### src/hw/rtl/tcgr_pkg.sv
`timescale 1ns / 1ps

package tcgr_pkg;

  localparam int GlyphCountDef   = 256;
  localparam int MaxGlyphRowsDef = 32;
  localparam int GlyphWidth      = 8;

  localparam logic [7:0] NewlineCode = 8'd10;
  localparam logic [8:0] ColsLimit   = 9'd256;
  localparam logic [7:0] RowsLimit   = 8'd128;

  localparam logic [8:0] ColsReset   = 9'd80;
  localparam logic [7:0] RowsReset   = 8'd30;
  localparam logic [5:0] HeightReset = 6'd16;

  typedef enum logic [1:0] {
    CMD_LOAD,
    CMD_NEWLINE,
    CMD_DRAW
  } cmd_kind_e;

  typedef enum logic [1:0] {
    REG_TEXT_COLUMNS,
    REG_TEXT_ROWS,
    REG_GLYPH_HEIGHT
  } cfg_reg_e;

  typedef enum logic {
    ST_IDLE,
    ST_DRAW
  } back_state_e;

  typedef struct packed {
    cmd_kind_e   kind;
    logic [7:0]  glyph;
    logic [4:0]  row;
    logic [7:0]  font;
  } cmd_t;

  typedef struct packed {
    logic [8:0] cols;
    logic [7:0] rows;
    logic [5:0] height;
  } cfg_t;

  typedef struct packed {
    logic        last;
    logic [7:0]  mask;
    logic [11:0] y;
    logic [10:0] x;
  } out_t;

  // Remainder of a glyph row by the row count, for counts of seven or more.
  function automatic logic [4:0] row_mod(logic [4:0] row, logic [5:0] m);
    logic [5:0] v;
    v = {1'b0, row};
    for (int i = 0; i < 4; i++) begin
      if (v >= m) begin
        v = v - m;
      end
    end
    return v[4:0];
  endfunction

endpackage

### src/hw/rtl/tcgr_cmd_fifo.sv
`timescale 1ns / 1ps

module tcgr_cmd_fifo (
  input  logic           clk_i,
  input  logic           rst_ni,
  input  logic           push_i,
  input  tcgr_pkg::cmd_t push_cmd_i,
  output logic           ready_o,
  input  logic           pop_i,
  output logic           valid_o,
  output tcgr_pkg::cmd_t pop_cmd_o
);
  import tcgr_pkg::*;

  cmd_t       slot_q [2];
  logic       wr_q, wr_d, rd_q, rd_d;
  logic [1:0] cnt_q, cnt_d;

  assign ready_o   = (cnt_q != 2'd2);
  assign valid_o   = (cnt_q != 2'd0);
  assign pop_cmd_o = slot_q[rd_q];

  always_comb begin
    wr_d  = wr_q;
    rd_d  = rd_q;
    cnt_d = cnt_q;
    if (push_i) begin
      wr_d  = ~wr_q;
      cnt_d = cnt_d + 2'd1;
    end
    if (pop_i) begin
      rd_d  = ~rd_q;
      cnt_d = cnt_d - 2'd1;
    end
  end

  always_ff @(posedge clk_i or negedge rst_ni) begin
    if (!rst_ni) begin
      wr_q  <= 1'b0;
      rd_q  <= 1'b0;
      cnt_q <= 2'd0;
    end else begin
      wr_q  <= wr_d;
      rd_q  <= rd_d;
      cnt_q <= cnt_d;
    end
  end

  always_ff @(posedge clk_i) begin
    if (push_i) begin
      slot_q[wr_q] <= push_cmd_i;
    end
  end

endmodule

### config.mk
export PLATFORM = sky130hd
export DESIGN_NAME = tcgr_cmd_fifo
export DESIGN_NICKNAME = d
export VERILOG_FILES = /design/src/hw/rtl/tcgr_pkg.sv /design/src/hw/rtl/tcgr_cmd_fifo.sv
export SDC_FILE = /design/constraint.sdc
export NUM_CORES = 1
export LEC_CHECK = 0
export ABC_AREA = 1
export BUFFER_PORTS_ARGS = -buffer_cell sky130_fd_sc_hd__buf_2
export CAP_MARGIN = 5
export CORE_ASPECT_RATIO = 2
export CORE_UTILIZATION = 46
export DETAILED_ROUTE_END_ITERATION = 10
export PLACE_DENSITY_LB_ADDON = 0.3
export SLEW_MARGIN = 20
export SYNTH_ARGS = -nofsm -noshare
export SYNTH_HDL_FRONTEND = slang
export SYNTH_SLANG_ARGS = --single-unit
### constraint.sdc
create_clock -name clk_i -period 1.8 [get_ports clk_i]
set_clock_uncertainty 0.15 [all_clocks]
set_input_delay 0.36 -clock clk_i [delete_from_list [all_inputs] [get_ports clk_i]]
set_output_delay 0.36 -clock clk_i [all_outputs]
set_load 0.01 [all_outputs]
# [Yosys cells after proc, flatten, opt, wreduce, memory -nomap -nowiden]
# Memory sizes are Yosys's and may differ from the RTL's.
# Cells that the tools add are included.
[word_totals] ramBits=46 latchBits=0 mem_count=1 regBits=4 inputBits=27 word_cells=14 rom_bits=0
[memory_table] memory="slot_q" depth=2 width=23 rd=1 rd_clocked_by_memory_dff=0 write_ports=1 line="tcgr_cmd_fifo.sv:15" rtl="cmd_t slot_q [2];"
[classes] n_bitwise=2 n_shift=0 div=0 n_reduce_logical=1 magnitude_cmp=0 n_eq_ne=1 add_sub_neg=2 multipliers=0 n_mux=4
[op_table] cell="$mux 2" count=2
[op_table] cell="$add 2x1->2 const B" count=1
[op_table] cell="$mux 1" count=2
[op_table] cell="$ne 2x2->1 const B" count=1
[op_table] cell="$not 1->1" count=2
[op_table] cell="$reduce_bool 2->1" count=1
[op_table] cell="$sub 2x1->2 const B" count=1

# [Logic depth before layout (Yosys ltp)]
# Gate-level depths: netlist of run 1.
[logic_depth] depth_word=4 ltp_mapped=8 ltp_nobuf=8

# [Worst setup path before layout of run 1]
# Ideal clock, no wire load.
[synth_timing] path_type="input to register" from="in push_i" to="mem slot_q[0][0] in the netlist's numbering (enable)" n_path_buf=0 setup_slack_ns=-0.156 cell_stages=2 t_arrival_ns=1.403 t_required_ns=1.247 cell_sequence="inv_1 > nor2_1"
[synth_between] elab_chain_cells=2
[synth_lines] item="start, declared" line="tcgr_cmd_fifo.sv:6" rtl="input logic push_i,"
[synth_lines] item="$mux 1" line="tcgr_cmd_fifo.sv:50" rtl="if (push_i) begin"
[synth_lines] item="$mux 1 (implied by the code)" line="tcgr_cmd_fifo.sv:51" rtl="slot_q[wr_q] <= push_cmd_i;"
[synth_lines] item="end, declared" line="tcgr_cmd_fifo.sv:15"
# Every way passes these cells.

==> results of run 1 <==
==> power breakdown <==
part / internal [W] / switching (W) / leakage [nW]
logic: 0.000945 / 0.000667 / 0.584
registers: 0.00155 / 0.0000959 / 0.477
clock network: 0.000413 / 0.000349 / 0.0504
==> cell type report <==
class / instances / area (um2)
well taps: 52 / 65.1
clock buffers: 5 / 68.8
repair buffers: 59 / 478
inverters: 8 / 30.0
clock inverters: 3 / 45.0
fillers: 308 / 1510
multi-input cells: 42 / 454
flip-flops and latches: 50 / 1480
==> metal layers <==
metal / GRT usage / vias up / share of wire
met3: 0.0463 / 9 / 0.040
met1: 0.161 / 499 / 0.36
met2: 0.284 / 36 / 0.57
met5: 0 / - / 0
li1: - / 498 / -
met4: 0.103 / 0 / 0.030
==> cells in the final DEF (no fill, tap or decap) <==
cell	count
edfxtp_1	46
buf_2	28
buf_6	24
mux2_4	23
nand2_1	11
inv_1	8
clkbuf_8	5
buf_4	5
dfrtp_1	3
nand3_1	2
xor2_1	2
ha_1	2
clkinvlp_4	2
xnor2_1	1
nor2_2	1
bufinv_16	1
dlygate4sd3_1	1
buf_12	1
dfrtp_2	1
==> critical path, cell delays in order (launching register included) <==
cell and delay (ns):
dfrtp_2 0.45, buf_12 0.17, mux2_4 0.31, buf_6 0.12
==> sequential cells by signal, indices dropped and copies added (netlist names) <==
signal / cells
cnt_q: 2
rd_q: 1
wr_q: 1
slot_q: 46
==> per-stage QoR <==
| step | instances | power, W |
|---|---|---|
| after detailed placement | 209 | 0.00295 |
| after global routing | 219 | 0.00422 |
| after floorplan | 103 | 0.00257 |
| after global placement | 209 | 0.00288 |
| final | 219 | 0.00402 |
| after CTS | 219 | 0.00407 |
==> kinds of logic after synthesis <==
group,after synthesis,share of synthesized area
flops,50,0.741
simple gates,14,0.0275
buf+inv,11,0.0407
fa+ha+maj,2,0.0125
mux,23,0.165
xor+xnor,3,0.0131
==> worst max path at each step <==
| stage | end | slack [ns] | cells after the start |
|---|---|---|---|
| global placement | pop_cmd_o[22] | 0.16 | 3 |
| CTS | pop_cmd_o[12] | -0.08 | 3 |
| global route | pop_cmd_o[12] | -0.11 | 3 |
| floorplan | slot_q[0][0] | 0.22 | 2 |
| finish | pop_cmd_o[12] | -0.06 | 3 |
| detailed placement | pop_cmd_o[16] | 0.13 | 3 |
==> timing repair <==
| action | in CTS | in global routing |
|---|---|---|
| endpoints found under the setup margin | 22 | 23 |
| gates resized for setup | 29 | 0 |
| hold buffers | 1 | 0 |
| endpoints found under the hold margin | 4 | 0 |
| setup buffers | 1 | 0 |
==> results.toml, run 1 <==
[clocking]
clk_latency_ns = 0.29
cts_max_level = 2
cts_buffer_depth = 2
clk_pin_slew_ns = 0.09
tritoncts.num_buffers = 5
cts_root_buf = "clkbuf_8"
cts.sinks = 50
cts_tree = "done"

[synth]
synth_seq_cells = 50
syn_area_per_cell_um2 = 19.4
yosysUniqueCellTypes = 13
synth_area_um2 = 2000
synth-edff-count = 46
synth_top_area_frac = 0.691
synth_commonest_cells = "edfxtp_1, mux2_4, nand2_1"
synthFlopType = "edfxtp_1"
synth-async-reset-ratio = 0.0800
synth_warnings = 0
syn_nets = 132
yosysMostFrequentCell = "edfxtp_1"
yosys-top-cells-area = "edfxtp_1, mux2_4, dfrtp_1"
seq_area_frac_synth = 0.741
syn_inst = 103
synth_top_cell_by_area = "edfxtp_1"

[drt]
finalWirelength_um = 3280
drt_iter0_markers = 12
via_per_inst = 4.76
wire_per_inst_um = 15.0
first_pass_iters = 4
vias = 1042
drc = 0
ant_nets = 0

[floorplanning]
rows = 33
coreArea_um2 = 4130
num_io_pins = 52
initial_utilization = 0.484
die_h_um = 95.2
fp.dieW_um = 48.6
dieArea_um2 = 4630

[worst_hold_path]
min_to = "slot_q[1][6]"
hp-start = "push_cmd_i[6]"
holdPathStages = 1
timing.hold.worst.class = "input port to register"

[sta]
max_freq_mhz = 538
drv_slew = 0
period_minus_slack_ns = 1.86
whs_ns = 0.0957
maxSlewHeadroom = 0.863
setup_viol = 23
layout_setup_ws_ns = -0.0602
tightestPinTransition_ns = 0.205
hold_viol_final = 0
fin_tns_setup_ns = -1.03
period_share = 1.03
rsz0062_at_grt = "yes"

[worst_setup_path]
reg2reg_from = "cnt_q[0]"
crit_path_start = "rd_q"
r2r_end = "cnt_q[1]"
critical_path_required_ns = 1.29
ff2ff_path_depth = 8
worstSetupPathType = "register to primary output"
worstPathMaxFanout = 15
r2r_slack_ns = 0.43
worst_ep_arrival_time_ns = 1.35
end_kind = "primary output"
startpoint_type = "register"

[global_routing]
grt_max_degree = 17
grt_overflow_total = 0
grt_pass1_wl_um = 5330
grt_use_total = 0.160
grt_pass1_vias = 1168
antenna_found_initial = 0

[outcome]
violations = "setup timing"
status = "complete, but fails checks"

[final_layout]
syn2layout_area_growth_pct = 31.2
final_design_area_no_fill_um2 = 2620
fin_nets = 195
diodes = 0
utilization = 0.635
drive_above_1_share = 0.545

[place]
port_buffers = 51
dp_worst_setup_slack_ns = 0.133
gp_congestion = 0.668
dpl.hpwl_um = 2450
place_area_um2 = 2330

[run]
cap_violations = 0

[power_and_ir_drop]
leakage_nw = 1.11
peakVddDrop_mv = 1.08
power.density_nw_per_um2 = 1530
Power figures use the tool's default switching activity.
==> run 2, diff against run 1 <==
CORE_MARGIN = 5   (was not set)
==> run 2 against run 1 <==
- the flow still finishes with violations (setup timing)
- clock power decreased by 18%
- register-to-register slack about the same
- maximum frequency increased by 0.20%
- clock-buffer cell count increased by 3
- via count decreased by 0.19%
==> results.toml, run 2 (same netlist as run 1, synthesis figures left out) <==
[outcome]
violations = "setup timing"
status = "complete, but fails checks"

[sta]
fin_tns_setup_ns = -1.06
setup_viol = 23
period_minus_slack_ns = 1.86
maxSlewHeadroom = 0.865
rsz0062_at_grt = "yes"
hold_viol_final = 0
drv_slew = 0
max_freq_mhz = 539
period_share = 1.03
tightestPinTransition_ns = 0.202
layout_setup_ws_ns = -0.0565

[worst_setup_path]
r2r_end = "cnt_q[1]"
worstPathMaxFanout = 9
ff2ff_path_depth = 8
critical_path_required_ns = 1.29
worstSetupPathType = "register to primary output"
worst_ep_arrival_time_ns = 1.35
startpoint_type = "register"
reg2reg_from = "cnt_q[0]"
end_kind = "primary output"
crit_path_start = "rd_q"
r2r_slack_ns = 0.44

[final_layout]
diodes = 0
final_cell_mix = "edfxtp_1, buf_2, buf_6"
largestRegisters = "slot_q (46), cnt_q (2)"
fin_nets = 194
largest_reg_flops = 46
layout_commonest_cell = "edfxtp_1"
regMostFlops = "slot_q"
syn2layout_area_growth_pct = 31.3
drive_above_1_share = 0.530

[place]
port_buffers = 51
gp_congestion = 0.690
dpl.hpwl_um = 2450

[power_and_ir_drop]
peakVddDrop_mv = 1.02
power.density_nw_per_um2 = 1500
leakage_nw = 1.11
total_power_w = 0.00394

[floorplanning]
coreArea_um2 = 4300
initial_utilization = 0.465
num_io_pins = 52
rows = 34
fp.dieW_um = 56.6
die_h_um = 103
dieArea_um2 = 5850

[worst_hold_path]
holdPathStages = 1
min_to = "slot_q[1][2]"
timing.hold.worst.class = "input port to register"
hp-start = "push_cmd_i[2]"

[run]
cap_violations = 0

[drt]
wire_per_inst_um = 15.0
vias = 1040
finalWirelength_um = 3300
ant_nets = 0
first_pass_iters = 4
via_per_inst = 4.73
drt_iter0_markers = 25
drc = 0

[global_routing]
antenna_found_initial = 0
grt_pass1_vias = 1133
grt_pass1_wl_um = 4970
grt_max_degree = 24
grt_use_total = 0.114
grt_overflow_total = 0

[clocking]
clk_pin_slew_ns = 0.08
cts_tree = "done"
tritoncts.num_buffers = 5
cts_root_buf = "clkbuf_8"
post_cts_buffers = 0
clk_latency_ns = 0.28
cts_buffer_depth = 2
cts_max_level = 2
cts.sinks = 50
run 2: cell types whose count changed in the layout (fill, tap and decap cells not counted), sizes merged:
cell | before | now
buf | 58 | 56
bufinv | 1 | 0
clkinvlp | 2 | 0
clkbuf | 5 | 9
run 2: repair_timing:
item,4_1_cts,5_1_grt
setup endpoints to repair,23,23
hold buffers,1,0
pin swaps,0,0
cloned,0,1
endpoints found under the hold margin,4,0
gates resized for setup,23,6
run 2: routing by layer:
| metal | up-vias | track usage | wire (um) |
|---|---|---|---|
| met4 | 0 | 0.0548 | 57 |
| met1 | 501 | 0.101 | 1020 |
| met5 | - | 0 | 0 |
| met2 | 33 | 0.225 | 2020 |
| li1 | 500 | - | - |
| met3 | 6 | 0.0360 | 205 |
run 2: metrics by stage:
step           setup slack, ns   util  instances  hold slack [ns]  area (um2)
2_1_floorplan            0.224      -        103          -0.0856        2000
3_3_place_gp             0.249  0.544        210           0.0211        2340
3_5_place_dp             0.229  0.544        210           0.0231        2340
4_1_cts                -0.0875  0.599        219           0.0941        2570
5_1_grt                -0.0932  0.611        220           0.0872        2630
6_report               -0.0565  0.611        220            0.104        2630
run 2: worst max-delay path: stages (launching register included):
cell	delay, ns
dfrtp_2	0.43
buf_6	0.19
mux2_4	0.32
buf_6	0.12
run 2: worst max path at each step:
stage,end,depth (start not counted)
floorplan,slot_q[0][0],2
CTS,pop_cmd_o[16],3
detailed placement,pop_cmd_o[10],3
global placement,pop_cmd_o[12],3
global route,pop_cmd_o[10],3
finish,pop_cmd_o[11],3
run 2: cell type report:
class / instances / area (um2)
Tap cell: 54 / 67.6
Clock buffer: 8 / 90.1
Inverter: 8 / 30.0
Sequential cell: 50 / 1480
Timing Repair Buffer: 58 / 500
Fill cell: 322 / 1670
Multi-Input combinational cell: 42 / 454
run 2: report_power, final:
part	leakage, nW	internal, W	switching [W]
registers	0.477	0.00155	0.0000992
clock network	0.0455	0.000313	0.000313
logic	0.590	0.000990	0.000671
==> run 3, diff against run 2 <==
ABC_AREA = not set   (was 1)
CORE_UTILIZATION = 47   (was 46)
clock period = 1.5 ns   (was 1.8 ns; I/O delays follow)
==> run 3 against run 2 <==
- the flow still finishes with violations (setup timing)
- clock power up 12%
- sequential power grew 21%
- sequential cell count did not move
- first-iteration DRC count fell by 48%
- clock-buffer cell count decreased by 3
- worst setup slack worse by 0.24 ns
- synthesized cell count is 6.8% lower
- critical path type unchanged
==> results.toml, run 3 <==
[outcome]
status = "complete, but fails checks"
violations = "setup timing"

[drt]
first_pass_iters = 4
vias = 1024
drc = 0
ant_nets = 0
wl_met3_um = 202
drt-met1-wl_um = 1160
wire_per_inst_um = 16.2
drt_iter0_markers = 13
via_per_inst = 4.85
highest_layer = "met4"
finalWirelength_um = 3410
dr_wl_met2_um = 1950

[worst_setup_path]
worstSetupPathType = "register to primary output"
worst_ep_arrival_time_ns = 1.34
reg2reg_from = "cnt_q[0]"
startpoint_type = "register"
end_kind = "primary output"
critPathBufInv = 2
worstPathMaxFanout = 8
critical_path_required_ns = 1.05
r2r_slack_ns = 0.12
r2r_end = "cnt_q[1]"
worstPathCellList = "buf_8 -> mux2_4 -> buf_6"
crit_slowest_cell = "dfrtp_2"
crit_family = "flip-flops"
ff2ff_path_depth = 5
slowest_delay_ns = 0.46

[place]
port_buffers = 51
dpl.hpwl_um = 2500
gp_congestion = 0.706
dp.cells = 201
place_area_um2 = 2350
dp_worst_setup_slack_ns = -0.0351

[worst_hold_path]
timing.hold.worst.class = "input port to register"
holdPathStages = 1
min_to = "slot_q[0][10]"
hp-start = "push_cmd_i[10]"

[run]
cap_violations = 0

[clocking]
cts_tree = "done"
cts_buffer_depth = 2
tritoncts.num_buffers = 5
clk_latency_ns = 0.29
cts_root_buf = "clkbuf_8"
cts_max_level = 2
cts.sinks = 50
clk_pin_slew_ns = 0.08

[sta]
tightestPinTransition_ns = 0.240
whs_ns = 0.0446
hold_viol_final = 0
period_share = 1.20
max_freq_mhz = 557
drv_slew = 0
setup_viol = 25
rsz0062_at_grt = "yes"
period_minus_slack_ns = 1.79
maxSlewHeadroom = 0.839
layout_setup_ws_ns = -0.295

[floorplanning]
die_h_um = 103
fp.dieW_um = 56.3
rows = 33
num_io_pins = 52
coreArea_um2 = 4130
initial_utilization = 0.487
dieArea_um2 = 5770

[synth]
syn_nets = 125
synth_warnings = 0
synth_top_area_frac = 0.687
syn_area_per_cell_um2 = 21.0
synthFlopType = "edfxtp_1"
syn_inst = 96
synth-async-reset-ratio = 0.0800
synth-edff-count = 46
synth_area_um2 = 2010
synth_commonest_cells = "edfxtp_1, mux2_4, dfrtp_1, inv_1, mux2_2"
synth_top_cell_by_area = "edfxtp_1"
seq_area_frac_synth = 0.736
yosys-top-cells-area = "edfxtp_1, mux2_4, dfrtp_1"
yosysUniqueCellTypes = 19
yosysMostFrequentCell = "edfxtp_1"
synth_seq_cells = 50

[final_layout]
regArea_um2 = 1480
instances_no_fill = 211
final_design_area_no_fill_um2 = 2680
final_cell_mix = "edfxtp_1, buf_2, buf_6"
fill_cells = 284
multi_input_area_um2 = 497
syn2layout_area_growth_pct = 33.1
drive_above_1_share = 0.635
diodes = 0
fin_nets = 188
largestRegisters = "slot_q (46), cnt_q (2)"
largest_reg_flops = 46
layout_commonest_cell = "edfxtp_1"
regMostFlops = "slot_q"

[power_and_ir_drop]
total_power_w = 0.00494
p_seq_frac = 0.405
power.density_nw_per_um2 = 1840
clockPowerShare = 0.142
leakage_nw = 1.09
swShare = 0.284
peakVddDrop_mv = 1.23
pwr-share-comb = 0.452
p_int_w = 0.00353
power.switching_w = 0.00140

[global_routing]
antenna_found_initial = 0
grt_pass1_vias = 1154
grt_overflow_total = 0
grt_use_total = 0.130
grt_max_degree = 17
grt_pass1_wl_um = 5440
==> run 3: cell type report <==
type,count,share of cell area
Sequential cell,50,0.554
Timing Repair Buffer,61,0.201
Multi-Input combinational cell,37,0.186
Clock buffer,5,0.0257
Tap cell,52,0.0243
Inverter,4,0.00561
Clock inverter,2,0.00374
==> run 3: metrics by stage <==
step	setup TNS (ns)	utilization
6_report	-6.60	0.648
5_1_grt	-7.61	0.648
4_1_cts	-6.82	0.632
3_5_place_dp	-0.335	0.569
3_3_place_gp	0	0.569
2_1_floorplan	0	-
==> run 3: worst register-to-register path, delay by kind of cell, from the launching register on <==
family,cells,cell delay (ns)
compound gates,3,0.39
buf+inv,1,0.11
fa+ha+maj,1,0.21
flops,1,0.40
==> run 3: per-layer routing <==
metal | vias up | track usage
met5 | - | 0
met4 | 0 | 0.0786
met3 | 7 | 0.0451
met2 | 36 | 0.237
met1 | 495 | 0.121
li1 | 486 | -
==> run 3: what timing repair did <==
action                     4_1_cts  5_1_grt
buffers inserted                 2        0
setup endpoints to repair       25       25
resized for setup               33       13
pin swaps                        1        2
hold endpoints to repair         4        0
hold buffers                     1        0
==> run 3: kinds of logic (layout without fill, tap and decap cells) <==
family                   Yosys count  after routing  share of synthesized area
buffers and inverters              9             72                     0.0410
AND/OR/NAND/NOR                    4              4                    0.00995
flip-flops                        50             50                      0.736
adder cells (fa/ha/maj)            2              2                     0.0124
AO/OA/AOI/OAI                      4              4                     0.0187
XOR/XNOR                           4              4                     0.0174
multiplexers                      23             23                      0.164
==> run 3: how the worst max path moves through the flow <==
| stage | start | to | slack [ns] | depth (start not counted) |
|---|---|---|---|---|
| floorplan | rd_q | pop_cmd_o[0] | 0.12 | 3 |
| CTS | rd_q | pop_cmd_o[10] | -0.32 | 3 |
| global placement | rd_q | pop_cmd_o[20] | 0.005 | 3 |
| global route | rd_q | pop_cmd_o[2] | -0.34 | 3 |
| detailed placement | rd_q | pop_cmd_o[2] | -0.04 | 3 |
| finish | rd_q | pop_cmd_o[10] | -0.29 | 3 |
==> run 3: power by group through the flow <==
stage	logic, W	registers [W]	clock network [W]
after floorplan	0.00121	0.00197	0
after global placement	0.00160	0.00198	0
after detailed placement	0.00165	0.00201	0
after CTS	0.00210	0.00199	0.000725
after global routing	0.00237	0.00204	0.000789
final	0.00223	0.00200	0.000703
